**src/sv/wav_pcm_stream_parser_macros.svh**
```systemverilog
// ----------------------------------------------------------------------------
// wav_pcm_stream_parser_macros.svh
// Assertion macros for the WAVE stream parser. Define ASSERT_OFF to drop them.
// ----------------------------------------------------------------------------
`ifndef WAV_PCM_STREAM_PARSER_MACROS_SVH
`define WAV_PCM_STREAM_PARSER_MACROS_SVH

`ifndef ASSERT_OFF

// Property checked at every clock edge outside reset.
`define WPS_ASSERT(name, prop, msg) \
  name: assert property (@(posedge clk_i) disable iff (!rst_ni) (prop)) else $error(msg);

// Condition now implies a condition at the next edge.
`define WPS_ASSERT_NEXT(name, pre, post, msg) \
  name: assert property (@(posedge clk_i) disable iff (!rst_ni) (pre) |=> (post)) \
    else $error(msg);

`else

`define WPS_ASSERT(name, prop, msg)
`define WPS_ASSERT_NEXT(name, pre, post, msg)

`endif

`endif

```
**src/sv/wps_pkg.sv**
```systemverilog
// ----------------------------------------------------------------------------
// wps_pkg
// Shared types and constants of the RIFF/WAVE PCM stream parser.
// ----------------------------------------------------------------------------
package wps_pkg;

  // Chunk tags, first byte in the top lane
  localparam logic [31:0] TAG_RIFF = 32'h5249_4646;
  localparam logic [31:0] TAG_WAVE = 32'h5741_5645;
  localparam logic [31:0] TAG_FMT  = 32'h666D_7420;
  localparam logic [31:0] TAG_DATA = 32'h6461_7461;

  localparam logic [15:0] FMT_PCM       = 16'd1;
  localparam logic [15:0] CHANS_STEREO  = 16'd2;
  localparam logic [15:0] BITS_SIXTEEN  = 16'd16;
  localparam logic [31:0] FMT_BODY_LEN  = 32'd16;
  localparam logic [7:0]  SIGN_FLIP     = 8'h80;

  // Result kinds
  localparam logic [1:0] KIND_FORMAT  = 2'd0;
  localparam logic [1:0] KIND_PAYLOAD = 2'd1;
  localparam logic [1:0] KIND_ERROR   = 2'd2;

  // Error codes
  localparam logic [2:0] ERR_BAD_TAG   = 3'd0;
  localparam logic [2:0] ERR_NOT_PCM   = 3'd1;
  localparam logic [2:0] ERR_NO_CHUNK  = 3'd2;
  localparam logic [2:0] ERR_FMT_SHORT = 3'd3;
  localparam logic [2:0] ERR_TRUNC     = 3'd4;

  typedef struct packed {
    logic [7:0] data_byte;
    logic       end_of_file;
  } wps_item_t;

  typedef struct packed {
    logic [1:0]  kind;
    logic [2:0]  error_code;
    logic [7:0]  payload_byte;
    logic [31:0] sample_freq;
    logic        is_stereo;
    logic        is_sixteen_bit;
    logic [31:0] payload_length;
    logic        last_payload;
  } wps_result_t;

  function automatic wps_result_t wps_error_result(input logic [2:0] code);
    wps_result_t r;
    r            = '0;
    r.kind       = KIND_ERROR;
    r.error_code = code;
    return r;
  endfunction

endpackage

```
**src/sv/wps_in_if.sv**
```systemverilog
// ----------------------------------------------------------------------------
// wps_in_if
// Byte channel into the parser: one file byte and its end-of-file flag.
// ----------------------------------------------------------------------------
interface wps_in_if;
  logic       valid;
  logic       ready;
  logic [7:0] data_byte;
  logic       end_of_file;

  modport source (output valid, output data_byte, output end_of_file, input ready);
  modport sink   (input valid, input data_byte, input end_of_file, output ready);
endinterface

```
**src/sv/wps_out_if.sv**
```systemverilog
// ----------------------------------------------------------------------------
// wps_out_if
// Result channel out of the parser: format info, payload byte or error.
// ----------------------------------------------------------------------------
interface wps_out_if;
  logic        valid;
  logic        ready;
  logic [1:0]  kind;
  logic [2:0]  error_code;
  logic [7:0]  payload_byte;
  logic [31:0] sample_freq;
  logic        is_stereo;
  logic        is_sixteen_bit;
  logic [31:0] payload_length;
  logic        last_payload;

  modport source (
    output valid, output kind, output error_code, output payload_byte,
    output sample_freq, output is_stereo, output is_sixteen_bit,
    output payload_length, output last_payload, input ready
  );
  modport sink (
    input valid, input kind, input error_code, input payload_byte,
    input sample_freq, input is_stereo, input is_sixteen_bit,
    input payload_length, input last_payload, output ready
  );
endinterface

```
**src/sv/wps_in_reg.sv**
```systemverilog
// ----------------------------------------------------------------------------
// wps_in_reg
// Input register: holds one byte until the parse stage takes it.
// ----------------------------------------------------------------------------
module wps_in_reg (
  input  logic                clk_i,
  input  logic                rst_ni,
  input  logic                in_valid_i,
  input  wps_pkg::wps_item_t  in_item_i,
  output logic                in_ready_o,
  input  logic                take_i,
  output logic                item_valid_o,
  output wps_pkg::wps_item_t  item_o
);
  import wps_pkg::*;

  logic      valid_q;
  wps_item_t item_q;

  // Refill in the same cycle the held word moves on
  assign in_ready_o   = !valid_q || take_i;
  assign item_valid_o = valid_q;
  assign item_o       = item_q;

  always_ff @(posedge clk_i or negedge rst_ni) begin
    if (!rst_ni) begin
      valid_q <= 1'b0;
    end else begin
      if (in_ready_o) begin
        valid_q <= in_valid_i;
      end
    end
  end

  always_ff @(posedge clk_i) begin
    if (in_ready_o && in_valid_i) begin
      item_q <= in_item_i;
    end
  end

endmodule

```
**src/sv/wps_parse_core.sv**
```systemverilog
// ----------------------------------------------------------------------------
// wps_parse_core
// Header parser FSM and result register: one byte per cycle when not stalled.
// ----------------------------------------------------------------------------
module wps_parse_core (
  input  logic                 clk_i,
  input  logic                 rst_ni,
  input  logic                 item_valid_i,
  input  wps_pkg::wps_item_t   item_i,
  output logic                 take_o,
  output logic                 res_valid_o,
  output wps_pkg::wps_result_t res_o,
  input  logic                 res_ready_i
);
  import wps_pkg::*;

  typedef enum logic [3:0] {
    PH_RIFF      = 4'd0,
    PH_TOTAL     = 4'd1,
    PH_WAVE      = 4'd2,
    PH_FMT_HDR   = 4'd3,
    PH_SKIP_FMT  = 4'd4,
    PH_FMT_BODY  = 4'd5,
    PH_FMT_REST  = 4'd6,
    PH_DATA_HDR  = 4'd7,
    PH_SKIP_DATA = 4'd8,
    PH_PAYLOAD   = 4'd9,
    PH_IDLE      = 4'd10
  } phase_e;

  phase_e      phase_q, phase_d;
  logic [3:0]  cnt_q, cnt_d;
  logic [31:0] tag_q, tag_d;
  logic [31:0] len_q, len_d;
  logic [15:0] fmt_q, fmt_d;
  logic [15:0] chan_q, chan_d;
  logic [15:0] bits_q, bits_d;
  logic [31:0] freq_q, freq_d;
  logic [31:0] rem_q, rem_d;

  logic        res_valid_q;
  wps_result_t res_q;
  logic        has_res;
  wps_result_t res_d;

  // Take a byte when the result register is free or draining
  assign take_o      = item_valid_i && (!res_valid_q || res_ready_i);
  assign res_valid_o = res_valid_q;
  assign res_o       = res_q;

  always_comb begin
    logic [7:0]  b;
    logic        eof;
    logic [2:0]  c;
    logic [31:0] len_base;

    b        = item_i.data_byte;
    eof      = item_i.end_of_file;
    c        = cnt_q[2:0];
    len_base = '0;

    phase_d = phase_q;
    cnt_d   = cnt_q;
    tag_d   = tag_q;
    len_d   = len_q;
    fmt_d   = fmt_q;
    chan_d  = chan_q;
    bits_d  = bits_q;
    freq_d  = freq_q;
    rem_d   = rem_q;
    has_res = 1'b0;
    res_d   = '0;

    case (phase_q)
      PH_RIFF, PH_WAVE: begin
        tag_d = {tag_q[23:0], b};
        cnt_d = cnt_q + 4'd1;
        if (cnt_d == 4'd4) begin
          cnt_d = '0;
          if (phase_q == PH_RIFF) begin
            if (tag_d != TAG_RIFF) begin
              has_res = 1'b1;
              res_d   = wps_error_result(ERR_BAD_TAG);
              phase_d = PH_IDLE;
            end else begin
              phase_d = PH_TOTAL;
            end
          end else begin
            if (tag_d != TAG_WAVE) begin
              has_res = 1'b1;
              res_d   = wps_error_result(ERR_BAD_TAG);
              phase_d = PH_IDLE;
            end else begin
              phase_d = PH_FMT_HDR;
            end
          end
        end
      end
      PH_TOTAL: begin
        // RIFF size field is not used
        cnt_d = cnt_q + 4'd1;
        if (cnt_d == 4'd4) begin
          cnt_d   = '0;
          phase_d = PH_WAVE;
        end
      end
      PH_FMT_HDR, PH_DATA_HDR: begin
        len_base = (c == 3'd0) ? 32'd0 : len_q;
        len_d    = len_base;
        if (!c[2]) begin
          tag_d = {tag_q[23:0], b};
        end else begin
          len_d = len_base | ({24'd0, b} << {c[1:0], 3'b000});
        end
        cnt_d = {1'b0, c} + 4'd1;
        if (c == 3'd7) begin
          cnt_d = '0;
          if (phase_q == PH_FMT_HDR) begin
            if (tag_d == TAG_FMT) begin
              if (len_d < FMT_BODY_LEN) begin
                has_res = 1'b1;
                res_d   = wps_error_result(ERR_FMT_SHORT);
                phase_d = PH_IDLE;
              end else begin
                phase_d = PH_FMT_BODY;
              end
            end else if (len_d == 32'd0) begin
              has_res = 1'b1;
              res_d   = wps_error_result(ERR_NO_CHUNK);
              phase_d = PH_IDLE;
            end else begin
              phase_d = PH_SKIP_FMT;
            end
          end else begin
            if (tag_d == TAG_DATA) begin
              rem_d = len_d;
              if (eof && len_d != 32'd0) begin
                has_res = 1'b1;
                res_d   = wps_error_result(ERR_TRUNC);
                phase_d = PH_IDLE;
              end else begin
                has_res              = 1'b1;
                res_d.kind           = KIND_FORMAT;
                res_d.sample_freq    = freq_q;
                res_d.is_stereo      = (chan_q == CHANS_STEREO);
                res_d.is_sixteen_bit = (bits_q == BITS_SIXTEEN);
                res_d.payload_length = len_d;
                phase_d = (len_d != 32'd0) ? PH_PAYLOAD : PH_IDLE;
              end
            end else if (len_d == 32'd0) begin
              has_res = 1'b1;
              res_d   = wps_error_result(ERR_NO_CHUNK);
              phase_d = PH_IDLE;
            end else begin
              phase_d = PH_SKIP_DATA;
            end
          end
        end
      end
      PH_SKIP_FMT, PH_SKIP_DATA, PH_FMT_REST: begin
        len_d = len_q - 32'd1;
        if (len_d == 32'd0) begin
          cnt_d   = '0;
          phase_d = (phase_q == PH_SKIP_FMT) ? PH_FMT_HDR : PH_DATA_HDR;
        end
      end
      PH_FMT_BODY: begin
        if (cnt_q < 4'd2) begin
          fmt_d = fmt_q | ({8'd0, b} << {cnt_q[0], 3'b000});
        end else if (cnt_q < 4'd4) begin
          chan_d = chan_q | ({8'd0, b} << {cnt_q[0], 3'b000});
        end else if (cnt_q < 4'd8) begin
          freq_d = freq_q | ({24'd0, b} << {cnt_q[1:0], 3'b000});
        end else if (cnt_q >= 4'd14) begin
          bits_d = bits_q | ({8'd0, b} << {cnt_q[0], 3'b000});
        end
        cnt_d = cnt_q + 4'd1;
        if (cnt_q == 4'd15) begin
          if (fmt_d != FMT_PCM) begin
            has_res = 1'b1;
            res_d   = wps_error_result(ERR_NOT_PCM);
            phase_d = PH_IDLE;
          end else begin
            len_d   = len_q - FMT_BODY_LEN;
            phase_d = (len_d == 32'd0) ? PH_DATA_HDR : PH_FMT_REST;
          end
        end
      end
      PH_PAYLOAD: begin
        rem_d = rem_q - 32'd1;
        has_res = 1'b1;
        if (rem_d != 32'd0 && eof) begin
          res_d   = wps_error_result(ERR_TRUNC);
          phase_d = PH_IDLE;
        end else begin
          res_d.kind         = KIND_PAYLOAD;
          res_d.payload_byte = (bits_q == BITS_SIXTEEN) ? b : (b ^ SIGN_FLIP);
          res_d.last_payload = (rem_d == 32'd0);
          if (rem_d == 32'd0) begin
            phase_d = PH_IDLE;
          end
        end
      end
      PH_IDLE: begin
        // drop bytes until the end flag
      end
      default: begin
        phase_d = PH_IDLE;
      end
    endcase

    if (eof) begin
      if (!has_res && phase_d != PH_IDLE) begin
        has_res = 1'b1;
        if (phase_d inside {PH_RIFF, PH_TOTAL, PH_WAVE}) begin
          res_d = wps_error_result(ERR_BAD_TAG);
        end else if (phase_d inside {PH_FMT_BODY, PH_PAYLOAD}) begin
          res_d = wps_error_result(ERR_TRUNC);
        end else begin
          res_d = wps_error_result(ERR_NO_CHUNK);
        end
      end
      // restart for the next file
      phase_d = PH_RIFF;
      cnt_d   = '0;
      tag_d   = '0;
      len_d   = '0;
      fmt_d   = '0;
      chan_d  = '0;
      bits_d  = '0;
      freq_d  = '0;
      rem_d   = '0;
    end
  end

  always_ff @(posedge clk_i or negedge rst_ni) begin
    if (!rst_ni) begin
      phase_q     <= PH_RIFF;
      cnt_q       <= '0;
      tag_q       <= '0;
      len_q       <= '0;
      fmt_q       <= '0;
      chan_q      <= '0;
      bits_q      <= '0;
      freq_q      <= '0;
      rem_q       <= '0;
      res_valid_q <= 1'b0;
      res_q       <= '0;
    end else begin
      if (take_o) begin
        phase_q     <= phase_d;
        cnt_q       <= cnt_d;
        tag_q       <= tag_d;
        len_q       <= len_d;
        fmt_q       <= fmt_d;
        chan_q      <= chan_d;
        bits_q      <= bits_d;
        freq_q      <= freq_d;
        rem_q       <= rem_d;
        res_valid_q <= has_res;
        if (has_res) begin
          res_q <= res_d;
        end
      end else if (res_ready_i) begin
        res_valid_q <= 1'b0;
      end
    end
  end

endmodule

```
**src/sv/wav_pcm_stream_parser.sv**
```systemverilog
// Each accepted byte passes from the input register through the parse state
// update into the result register, which holds any result word until taken.
// Throughput: one byte per cycle, sustained, with both sides flowing.
// The rate is set by the parse state update between the input
// register and the result register.
// Reset: rst_ni is asynchronous; it clears the parse state and both valid flags.
// ----------------------------------------------------------------------------
// wav_pcm_stream_parser
// RIFF/WAVE PCM header parser: checks tags, reads the fmt chunk, finds the
// data chunk, then emits a format word and every payload byte, or an error.
// ----------------------------------------------------------------------------
`include "wav_pcm_stream_parser_macros.svh"

module wav_pcm_stream_parser (
  input  logic      clk_i,
  input  logic      rst_ni,
  wps_in_if.sink    byte_i,
  wps_out_if.source result_o
);
  import wps_pkg::*;

  wps_item_t   in_item;
  wps_item_t   item;
  logic        item_valid;
  logic        take;
  logic        res_valid;
  wps_result_t res;

  assign in_item.data_byte   = byte_i.data_byte;
  assign in_item.end_of_file = byte_i.end_of_file;

  wps_in_reg u_in_reg (
    .clk_i        (clk_i),
    .rst_ni       (rst_ni),
    .in_valid_i   (byte_i.valid),
    .in_item_i    (in_item),
    .in_ready_o   (byte_i.ready),
    .take_i       (take),
    .item_valid_o (item_valid),
    .item_o       (item)
  );

  wps_parse_core u_core (
    .clk_i        (clk_i),
    .rst_ni       (rst_ni),
    .item_valid_i (item_valid),
    .item_i       (item),
    .take_o       (take),
    .res_valid_o  (res_valid),
    .res_o        (res),
    .res_ready_i  (result_o.ready)
  );

  assign result_o.valid          = res_valid;
  assign result_o.kind           = res.kind;
  assign result_o.error_code     = res.error_code;
  assign result_o.payload_byte   = res.payload_byte;
  assign result_o.sample_freq    = res.sample_freq;
  assign result_o.is_stereo      = res.is_stereo;
  assign result_o.is_sixteen_bit = res.is_sixteen_bit;
  assign result_o.payload_length = res.payload_length;
  assign result_o.last_payload   = res.last_payload;

  `WPS_ASSERT(a_last_only_on_payload,
    !(res_valid && res.last_payload) || res.kind == KIND_PAYLOAD,
    "last_payload set on a non-payload result")

  `WPS_ASSERT(a_code_only_on_error,
    !(res_valid && res.kind != KIND_ERROR) || res.error_code == ERR_BAD_TAG,
    "error code set on a non-error result")

  `WPS_ASSERT_NEXT(a_hold_byte_on_stall,
    item_valid && res_valid && !result_o.ready,
    item_valid && $stable(item),
    "input register lost a byte while results stalled")

endmodule
```
**src/flat_wrapper.sv**
```systemverilog
// flat-port wrapper written by rule: the top's interface ports become plain ports
module wav_pcm_stream_parser_flat import wps_pkg::*;
  (clk_i, rst_ni, byte_i_valid, byte_i_data_byte, byte_i_end_of_file, byte_i_ready, result_o_valid, result_o_kind, result_o_error_code, result_o_payload_byte, result_o_sample_freq, result_o_is_stereo, result_o_is_sixteen_bit, result_o_payload_length, result_o_last_payload, result_o_ready);
  wps_in_if byte_i_i ();
  wps_out_if result_o_i ();
  input  logic clk_i;
  input  logic rst_ni;
  input wire logic [$bits(byte_i_i.valid)-1:0] byte_i_valid;
  input wire logic [$bits(byte_i_i.data_byte)-1:0] byte_i_data_byte;
  input wire logic [$bits(byte_i_i.end_of_file)-1:0] byte_i_end_of_file;
  output wire logic [$bits(byte_i_i.ready)-1:0] byte_i_ready;
  output wire logic [$bits(result_o_i.valid)-1:0] result_o_valid;
  output wire logic [$bits(result_o_i.kind)-1:0] result_o_kind;
  output wire logic [$bits(result_o_i.error_code)-1:0] result_o_error_code;
  output wire logic [$bits(result_o_i.payload_byte)-1:0] result_o_payload_byte;
  output wire logic [$bits(result_o_i.sample_freq)-1:0] result_o_sample_freq;
  output wire logic [$bits(result_o_i.is_stereo)-1:0] result_o_is_stereo;
  output wire logic [$bits(result_o_i.is_sixteen_bit)-1:0] result_o_is_sixteen_bit;
  output wire logic [$bits(result_o_i.payload_length)-1:0] result_o_payload_length;
  output wire logic [$bits(result_o_i.last_payload)-1:0] result_o_last_payload;
  input wire logic [$bits(result_o_i.ready)-1:0] result_o_ready;
  assign byte_i_i.valid = byte_i_valid;
  assign byte_i_i.data_byte = byte_i_data_byte;
  assign byte_i_i.end_of_file = byte_i_end_of_file;
  assign byte_i_ready = byte_i_i.ready;
  assign result_o_valid = result_o_i.valid;
  assign result_o_kind = result_o_i.kind;
  assign result_o_error_code = result_o_i.error_code;
  assign result_o_payload_byte = result_o_i.payload_byte;
  assign result_o_sample_freq = result_o_i.sample_freq;
  assign result_o_is_stereo = result_o_i.is_stereo;
  assign result_o_is_sixteen_bit = result_o_i.is_sixteen_bit;
  assign result_o_payload_length = result_o_i.payload_length;
  assign result_o_last_payload = result_o_i.last_payload;
  assign result_o_i.ready = result_o_ready;
  wav_pcm_stream_parser u_core (.clk_i(clk_i), .rst_ni(rst_ni), .byte_i(byte_i_i), .result_o(result_o_i));
endmodule
```
**config.mk**
```make
export PLATFORM = sky130hd
export DESIGN_NAME = wav_pcm_stream_parser_flat
export DESIGN_NICKNAME = d
export VERILOG_FILES = /design/src/sv/wps_pkg.sv /design/src/sv/wps_in_if.sv /design/src/sv/wps_out_if.sv /design/src/sv/wps_in_reg.sv /design/src/sv/wps_parse_core.sv /design/src/sv/wav_pcm_stream_parser.sv /design/src/flat_wrapper.sv
export VERILOG_INCLUDE_DIRS = /design/src /design/src/sv
export SDC_FILE = /design/constraint.sdc
export NUM_CORES = 1
export LEC_CHECK = 0
export BUFFER_PORTS_ARGS = -buffer_cell sky130_fd_sc_hd__buf_2
export CORE_UTILIZATION = 56
export CTS_CLUSTER_DIAMETER = 120
export DETAILED_ROUTE_END_ITERATION = 10
export PLACE_DENSITY = 0.74
export SKIP_CTS_REPAIR_TIMING = 1
export SYNTH_ARGS = -nofsm -noshare
export SYNTH_HDL_FRONTEND = slang
export SYNTH_HIERARCHICAL = 1
export SYNTH_SLANG_ARGS = --single-unit
```
**constraint.sdc**
```tcl
create_clock -name clk_i -period 11.7 [get_ports clk_i]
set_input_delay 1.17 -clock clk_i [delete_from_list [all_inputs] [get_ports clk_i]]
set_output_delay 1.17 -clock clk_i [all_outputs]
set_load 0.01 [all_outputs]
```
=== After elaboration in Yosys (flattened, before gate mapping) ===
Cells that the tools add are included.

* Bitwise gates (word level): 6
* Magnitude comparators: 5
* Equality and inequality tests: 34
* Multiplexer cells: 105
* Reductions and logical operators: 43
* Shifts and indexed selects: 2
* $add $sub $neg: 5

{| class="wikitable"
|+ Operators with widths
! kind !! number
|-
| $mux W80 || 14
|-
| $mux W32 || 18
|-
| $pmux W80 S4 || 1
|-
| $mux W16 || 14
|-
| $mux W78 || 2
|-
| $logic_not A32 Y1 || 4
|-
| $pmux W32 S2 || 2
|-
| $pmux W32 S3 || 1
|-
| $mux W4 || 21
|-
| $mux W66 || 1
|-
| $eq A32 B31 Y1 const B || 2
|-
| $ne A32 B31 Y1 const B || 2
|-
| $or A32 B32 Y32 || 2
|-
| $reduce_bool A32 Y1 || 2
|-
| $sub A32 B1 Y32 const B || 2
|-
| $or A16 B16 Y16 || 3
|-
| $lt A32 B5 Y1 const B || 1
|-
| $shl A8 B5 Y32 || 1
|-
| $sub A32 B5 Y32 const B || 1
|-
| $pmux W4 S7 || 1
|-
| $eq A4 B3 Y1 const B || 6
|-
| $eq A4 B4 Y1 const B || 5
|-
| $mux W1 || 18
|-
| $ne A3 B2 Y1 const B || 6
|-
| other kinds (38) || 70
|}

* Register bits: 275
* Input bits: 13
* Logic and storage cells: 221

=== Depth between registers and ports, before layout ===
Gate-level depths: netlist (run 1).

* Depth after elaboration: 18
* Depth in mapped cells: 19
* Mapped depth without buffers: 12

=== Hierarchy ===
Netlist (run 1), hierarchy kept.

{| class="wikitable"
|+ Modules (own cells, without submodules)
! module !! sequential area each (sq um) !! area each (sq um) !! times used !! cells an instance
|-
| wps_parse_core || 6631.4 || 14926.8 || 1 || 1706
|-
| wps_in_reg || 295.3 || 324.1 || 1 || 13
|}

=== Worst setup path before layout (run 1) ===
OpenSTA, ideal clock, no wires.

* Path type: register to register
* From: reg u_core.u_core.cnt_q[1]
* To: reg u_core.u_core.res_q (netlist bit u_core/u_core/res_o[20])
* Buffers on the path: 7
* Library setup time: 0.093 ns
* Stages on the path, launching flop included: 20
* Period minus slack after synthesis: 4.043 ns
* Arrival: 3.950 ns
* Setup slack: 7.657 ns
* Cells stage by stage: dfrtp_1 > clkbuf_1 > clkbuf_1 > inv_1 > ha_1 > nand2b_1 > buf_2 > buf_2 > a32oi_1 > nand3_1 > or4_1 > a211o_1 > a21oi_2 > a21boi_0 > o31ai_1 > and2_1 > clkbuf_2 > buf_6 > buf_6 > o31ai_2

* Longest elaborated chain between the ends: 17
* Elaborated cells on any way between the ends: 62

{| class="wikitable"
|+ RTL lines
! item !! line !! text
|-
| from (decl) || wps_parse_core.sv:32 || <nowiki>logic [3:0] cnt_q, cnt_d;</nowiki>
|-
| from (signal assigned) || wps_parse_core.sv:252 || <nowiki>cnt_q <= cnt_d;</nowiki>
|-
| branches (longest 17 deep; another with $lt A32 B5 Y1) || n/a ||
|-
| to (signal assigned) || wps_parse_core.sv:262 || <nowiki>res_q <= res_d;</nowiki>
|-
| to (decl) || wps_parse_core.sv:42 || <nowiki>wps_result_t res_q;</nowiki>
|}

Parallel ways; which one is timed is not known. The select of a mux whose other input is x is not followed.
A chain may end at the register's enable or synchronous reset.

=== Worst setup path in the final report (run 1) ===
* From: reg u_core.u_core.cnt_q[0]
* To: reg u_core.u_core.res_q (netlist bit u_core/u_core/res_o[54])

Same word-level chain as after synthesis.

==> flow_results.org, run 1 <==
** Pwr
- Power per Cell Area :: 194 mW/mm^2
- Total power after layout :: 3.29 mW
- In this run the static leakage power is 7.60 nW.
- The worst-case IR drop observed on VDD is 0.000128 V.

** Logic synthesis
- Area of the mapped netlist :: roughly 0.015 mm^2
- Summing the areas of all compound-gate instances in the mapped netlist gives between 20% and 30% of the synthesized area.
- After Yosys synthesis, and, or, nand and nor cells account for 22.0% of the synthesized area.
- Of all flip-flops after synthesis, the portion carrying an async set or reset was 96.7%.
- Counting every instance in the synthesized netlist gives 1,719.
- Combinational family with the most area after synthesis :: compound AO/OA/AOI/OAI gates
- Sequential-to-total area share from yosys stat :: between 40% and 50%
- Yosys reg bits :: 275
- EDFF count, synth :: 9
- In the synthesized netlist the dominant register cell turns out to be dfrtp_1.
- Xor and xnor fraction of the mapped netlist area :: 1.84%
- The synthesized netlist contains 83 unique library cells.
- After synthesis, the share of cell area in mux cells is 0.369%.
- A synthesized cell averages ~8.9 um^2.
- The synthesized netlist devotes 0.738% of its cell area to adder and majority cells.
- Yosys printed 6 warnings.
- Post-Synthesis Net Count :: approximately 1,700

** Die
- From left edge to right edge, the die measures around 170 um.
- From bottom edge to top edge, the die measures 167 um.
- Top-level port count :: 95
- Cell row count :: 60
- Standard cell core area :: around 0.027 mm^2
- The initial utilization of the core area, before any placement, comes to 56.9%.
- The die covers 0.0279 mm^2.

** Global route
- Initial antenna violation count :: 0
- The number of global-route vias before repair was 13,600.
- Entering global routing, the biggest net connects between 150 and 200 pins.
- GRT Total Usage :: between 30% and 40%
- Global-route congestion overflow total :: 0
- Wire length of the first global-routing pass :: ~80 mm

** Setup path
- STA classifies the critical path startpoint as a register.
- The endpoint identified for the worst register-to-register timing path is u_core/u_core/res_o[54].
- Of all nets on the critical path, the largest fanout is 77.
- STA classifies the critical path endpoint as a register.
- Launching point of the worst reg2reg path :: u_core/u_core/cnt_q[0]
- Setup CP Type :: register to register
- Measured in cells, the most critical reg-to-reg path has a length of 15.
- In this run the worst setup path terminates at u_core/u_core/res_o[54].
- Data arrives at the worst endpoint at 5.93 ns.
- In this run the register-to-register setup slack is 6.29 ns.
- Worst setup startpoint :: u_core/u_core/cnt_q[0]
- Worst path required time :: 12.22 ns

** Clock tree
- Clock buffer count from CTS :: 30
- Clock tree synthesis selected as its root buffer the cell clkbuf_16.
- Clock Path Buffers :: 3
- CTS tree :: built
- Clk_lat worst skew :: 0.59 ns
- Clock H-tree levels :: 1
- Clk slew on worst S/H paths :: 0.06 ns
- The tree built by TritonCTS fans out to roughly 280 sinks.

** Worst hold path
- The tightest min-delay check is of the register to register type.

** Layout
- # nets final :: 1,748
- Most common cell after layout, fill and taps aside :: dfrtp_1
- The post-route netlist has 14.3% of its cells at a drive strength greater than 1.
- Most used cells in the layout excluding fill and tap cells :: 266 x dfrtp_1, 199 x nor2_1, 146 x o21ai_0
- Syn-to-layout area delta :: 11.3%
- Antenna fix cells :: 0

** Timing
- Setup TNS :: 0 ns
- Setup repair after global routing left no endpoint under its margin.
- Final Slew Violations :: 0
- Setup skew after layout :: 0.0392 ns
- Final number of hold-violating endpoints :: 0
- Worst slew slack as a fraction of its limit :: 15.2%
- Post-route fraction of the period consumed by the critical path :: 46.3%
- For this run, the top clock speed supported by timing is about 0.18 GHz.
- Post-layout min period :: approximately 5.4 ns
- At the pin with the least slew margin, the transition time is 1.27 ns.
- Final setup violation count :: 0

** Detailed routing
- Routed vias :: 14,300
- Via-to-Cell Ratio :: around 6.9
- The first routing iteration left 1,772 violations.
- Total routed wirelength :: 49.0 mm
- Final ANT Viol Nets :: 0
- For this run, design rule violations remaining after detail routing come to 0.
- Number of iterations in the first detailed-routing pass :: 7
- Routed wire length per instance :: 23.4 um

** Placed design
- Buffers on Ports :: 94
- Routability-driven placement finished with a final weighted congestion of 0.995.
- The wire-length estimate of the detail-placed layout is ~32 mm.

** Run status
- Outcome :: finished, final reports clean

** Run
- The tool flagged a number of max-cap violations equal to 0.
==> metrics by stage <==
| stage | worst slack (ns) | instance area, um^2 | hold slack, ns | instances | util [%] |
|---|---|---|---|---|---|
| after CTS | 6.36 | 17000 | 0.484 | 2091 | 63.3 |
| after detailed placement | 6.39 | 15900 | 0.461 | 2035 | 59.2 |
| final | 6.29 | 17000 | 0.480 | 2091 | 63.3 |
| after floorplan | 7.66 | 15300 | 0.455 | 1719 | - |
| after global routing | 6.02 | 17000 | 0.507 | 2091 | 63.3 |
| after global placement | 6.42 | 15900 | 0.457 | 2035 | 59.2 |
==> flip-flops by register name, indices dropped and copies added, names as in the netlist <==
register / count
u_core/u_core/tag_q: 32
u_core/u_core/cnt_q: 4
u_core/u_in_reg/item_o: 9
u_core/u_core/res_valid_o: 1
u_core/u_core/bits_q: 16
u_core/u_core/res_o: 80
u_core/u_core/freq_q: 32
u_core/u_core/rem_q: 32
u_core/u_in_reg/item_valid_o: 1
u_core/u_core/fmt_q: 16
u_core/u_core/phase_q: 4
u_core/u_core/len_q: 32
u_core/u_core/chan_q: 16
==> cell usage after synthesis, drive strengths merged, types with 30 or more instances <==
master	count	area [um^2]
nor3	53	265
dfrtp	266	6660
o31ai	55	557
nand4	30	194
nand3	66	330
a31oi	45	282
nand2	133	499
a21oi	104	524
a22oi	58	435
a22o	46	403
clkbuf	129	485
nor2	203	762
o21ai	148	741
nor4	39	265
==> power breakdown <==
| group | internal (mW) | switching, mW |
|---|---|---|
| registers | 1.05 | 0.119 |
| clock network | 0.632 | 0.405 |
| logic | 0.351 | 0.730 |
==> kinds of logic (layout without fill, tap and decap cells) <==
logic type	Yosys count	count (layout)
and+or+nand+nor	657	657
AOI/OAI and AO/OA	559	559
DFF	275	275
buffers and inverters	182	213
xor gates and xnor gates	32	32
adders and majority gates	9	9
muxes	5	5
==> per-layer routing <==
metal / up-vias / GRT usage [%] / routed length, um
met2: 762 / 55.9 / 22600
met1: 6985 / 48.1 / 20200
met4: 0 / 17.0 / 2500
met3: 163 / 4.35 / 3780
met5: - / 0 / 0
li1: 6427 / - / -
==> critical path, stage by stage (launching register included) <==
cell	delay, ns
dfrtp_1	0.36
buf_4	0.31
inv_1	0.17
ha_1	0.27
nand2b_1	0.08
buf_4	0.24
a22oi_1	0.51
nand4_1	0.14
or4_1	0.62
or3_1	0.48
a221oi_1	0.26
nor4_1	0.16
o21ai_2	0.13
buf_4	0.37
and2_4	0.90
a22o_1	0.28
==> worst min-delay path by stage <==
stage	start	endpoint	slack [ns]	depth (start not counted)
global placement	u_core/u_core/res_o[78]	u_core/u_core/res_o[78]	0.46	1
CTS	u_core/u_core/res_o[78]	u_core/u_core/res_o[78]	0.48	1
global route	u_core/u_core/freq_q[24]	u_core/u_core/res_o[59]	0.51	1
detailed placement	u_core/u_core/res_o[78]	u_core/u_core/res_o[78]	0.46	1
finish	u_core/u_core/res_o[78]	u_core/u_core/res_o[78]	0.48	1
floorplan	u_core/u_core/bits_q[4]	u_core/u_core/bits_q[4]	0.45	2
==> cell type report <==
class | count | area [um^2]
clock buffers | 42 | 876
clock inverters | 14 | 223
fillers | 2247 | 9820
inverters | 28 | 105
multi-input cells | 1262 | 7660
flip-flops and latches | 275 | 6930
well taps | 341 | 427
repair buffers | 129 | 756
No activity file was read; power rests on OpenSTA's default activity.
==> run 2: changes to the inputs <==
--- a/config.mk
+++ b/config.mk
@@ -10,7 +10,7 @@
 export CORE_UTILIZATION = 56
 export CTS_CLUSTER_DIAMETER = 120
 export DETAILED_ROUTE_END_ITERATION = 10
-export PLACE_DENSITY = 0.74
+export PLACE_DENSITY = 0.77
 export SKIP_CTS_REPAIR_TIMING = 1
 export SYNTH_ARGS = -nofsm -noshare
 export SYNTH_HDL_FRONTEND = slang
==> constraint.sdc (replaced) <==
create_clock -name clk_i -period 4.7 [get_ports clk_i]
set_input_delay 0.47 -clock clk_i [delete_from_list [all_inputs] [get_ports clk_i]]
set_output_delay 0.47 -clock clk_i [all_outputs]
set_load 0.01 [all_outputs]
==> flow_results.org, run 2 (synthesis results as in run 1) <==
** Layout
- Flip-flop count of the largest register, all copies and words added :: 80
- Most common cell after layout, fill and taps aside :: dfrtp_1
- Compared with the post-synthesis result, the final layout area differs by 14.2%.
- Final core occ :: 65.0%
- The top cell types in the final layout, fill and taps aside, are 266 x dfrtp_1, 199 x nor2_1, 146 x o21ai_0.
- Layout cell share with drive strength beyond 1 :: 17.2%
- # nets final :: 1,815
- Antenna fix cells :: 0

** Pwr
- VDD sags by at most 0.000328 V.
- Power per Cell Area :: around 460 mW/mm^2
- Summed over all cells, the static leakage comes to 7.88 nW.

** Clock tree
- Clock buffer count from CTS :: 30
- The clock reaches the later pin of the worst-skew pair after 0.58 ns.
- The tree built by TritonCTS fans out to about 280 sinks.
- Clk slew on worst S/H paths :: roughly 0.060 ns
- In this run the number of H-tree levels came out at 1.
- Clock Path Buffers :: 3
- TritonCTS built the clock tree.
- The root buffer cell chosen for the clock tree is clkbuf_16.

** Global route
- The first global-routing pass estimated 78.7 mm of wire.
- Global routing finished with a remaining overflow of 0.
- The initial antenna violation count is 0.
- Maximum number of pins on one net before global-route repair :: about 120
- Global routing consumed, over all layers together, 35.6% of the routing resources.
- Via count of the first global-routing pass :: 14,000

** Setup path
- Biggest cell delay along the critical path :: roughly 0.61 ns
- Worst path required time :: 5.16 ns
- Crit path max-delay family :: simple AND/OR/NAND/NOR gates
- Arrival time at the worst endpoint :: 4.96 ns
- Critical path cell sequence :: inv_1, ha_1, nor3b_2, nand4_2, o31ai_1, o211ai_1, or4_4, o31ai_4, nor3b_4, o21ai_2, and2_4, buf_12, o31ai_1
- Setup CP Type :: register to register
- STA classifies the critical path startpoint as a register.
- The slowest stage of the critical path is the or4_4 cell.
- The critical path contains buffers and inverters numbering 2 combined.
- STA classifies the critical path endpoint as a register.
- Crit path top cell by count :: o31ai_1
- Of all nets on the critical path, the largest fanout is 24.

** Timing
- Final number of hold-violating endpoints :: 16
- Setup violations remaining at the end of the flow were counted as 0.
- Final Slew Violations :: 0
- Post-layout min period :: 4.51 ns
- Across all hold checks on the routed design, the worst slack comes to -0.0724 ns.
- In the finished design, the share of the clock period the worst path needs comes to 95.9%.
- Setup TNS :: 0 ns
- Fmax :: roughly 0.22 GHz
- Headroom to the max-slew limit came out at around 23%.
- Measured slew at the worst slew-check pin :: approximately 1.2 ns
- Setup skew after layout :: between 0.02 and 0.03 ns
- RSZ-0062 raised after global routing :: no

** Run status
- Violated checks :: negative hold slack
- Outcome :: complete, but fails checks

** Detailed routing
- For this block, the initial DRC count from the detailed router was 1,871.
- Number of remaining DRC errors :: 0
- Total routed wirelength :: around 50 mm
- In this run the remaining antenna-violating nets after routing total 0.
- Routed wire length per instance :: about 23 um
- Via-to-Cell Ratio :: 6.89
- The first TritonRoute pass finished after 6 iterations.
- Routed vias :: 14,800

** Placed design
- Placer's final routability congestion estimate :: 1.04
- Buffers on Ports :: 94
- HPWL after DPL :: 34.1 mm

** Die
- Cell row count :: 60
- Pin placement for this block handled between 90 and 100 I/O pins.
- The die is around 170 um wide.
- Standard cell core area :: 0.0268 mm^2
- Die footprint :: 0.0279 mm^2
- For this configuration, the core starts out at a cell density of a little under three fifths.
- Vert. Die Dim :: 167 um

** Worst hold path
- The tightest min-delay check is of the input pin to async pin type.

** Run
- Max-cap violations in this run came to 0.
run 2: report_power, final:
| group | leakage (nW) | internal [mW] | total, mW | switching, mW |
|---|---|---|---|---|
| Clock | 0.487 | 1.38 | 2.35 | 0.976 |
| Sequential | 3.75 | 2.61 | 2.88 | 0.262 |
| Combinational | 3.64 | 0.972 | 2.85 | 1.88 |
| Total | 7.88 | 4.96 | 8.08 | 3.12 |
run 2: worst reg2reg max path, stage by stage (launching register included):
cell and delay [ns]:
dfrtp_1 0.49, inv_1 0.20, ha_1 0.34, nor3b_2 0.41, nand4_2 0.33, o31ai_1 0.36
o211ai_1 0.15, or4_4 0.61, o31ai_4 0.32, nor3b_4 0.33, o21ai_2 0.14, and2_4 0.24
buf_12 0.18, o31ai_1 0.27
run 2: path summary, 6_finish.rpt:
| path | start | cells past startpoint | endpoint | slack, ns |
|---|---|---|---|---|
| min in group clk_i | byte_i_data_byte[1] | 1 | u_core/u_in_reg/item_o[2] | 0.07 |
| worst min-delay path | rst_ni | 1 | u_core/u_core/len_q[31] | -0.07 |
| worst max register to register | u_core/u_core/len_q[5] | 13 | u_core/u_core/res_o[13] | 0.19 |
| worst min register to register | u_core/u_core/chan_q[1] | 2 | u_core/u_core/chan_q[1] | 0.49 |
| worst max-delay path | u_core/u_core/len_q[5] | 13 | u_core/u_core/res_o[13] | 0.19 |
| max in group asynchronous | rst_ni | 2 | u_core/u_core/res_o[68] | 3.66 |
run 2: layout make-up:
| cell class | instances | area [um^2] |
|---|---|---|
| clock buffers | 46 | 902 |
| multi-input cells | 1262 | 7670 |
| flip-flops and latches | 275 | 6930 |
| fillers | 2207 | 9390 |
| well taps | 341 | 427 |
| inverters | 28 | 105 |
| clock inverters | 8 | 100 |
| repair buffers | 196 | 1280 |
run 2: layer usage:
layer / vias up / routed length, um / GRT usage, %
li1: 6540 / - / -
met2: 875 / 22700 / 55.4
met5: - / 0 / 0
met4: 0 / 2950 / 20.1
met1: 7229 / 19600 / 47.0
met3: 205 / 4590 / 6.61
run 2: stage by stage:
stage	instance area [um^2]	setup WS (ns)	power [mW]	cells	hold slack, ns
after floorplan	15300	0.657	4.78	1719	0.174
after global placement	16400	0.433	5.63	2102	0.472
after detailed placement	16400	0.303	5.66	2102	0.480
after CTS	17400	0.236	8.03	2156	-0.00175
after global routing	17400	0.00831	8.49	2156	0.0190
final	17400	0.193	8.08	2156	-0.0724
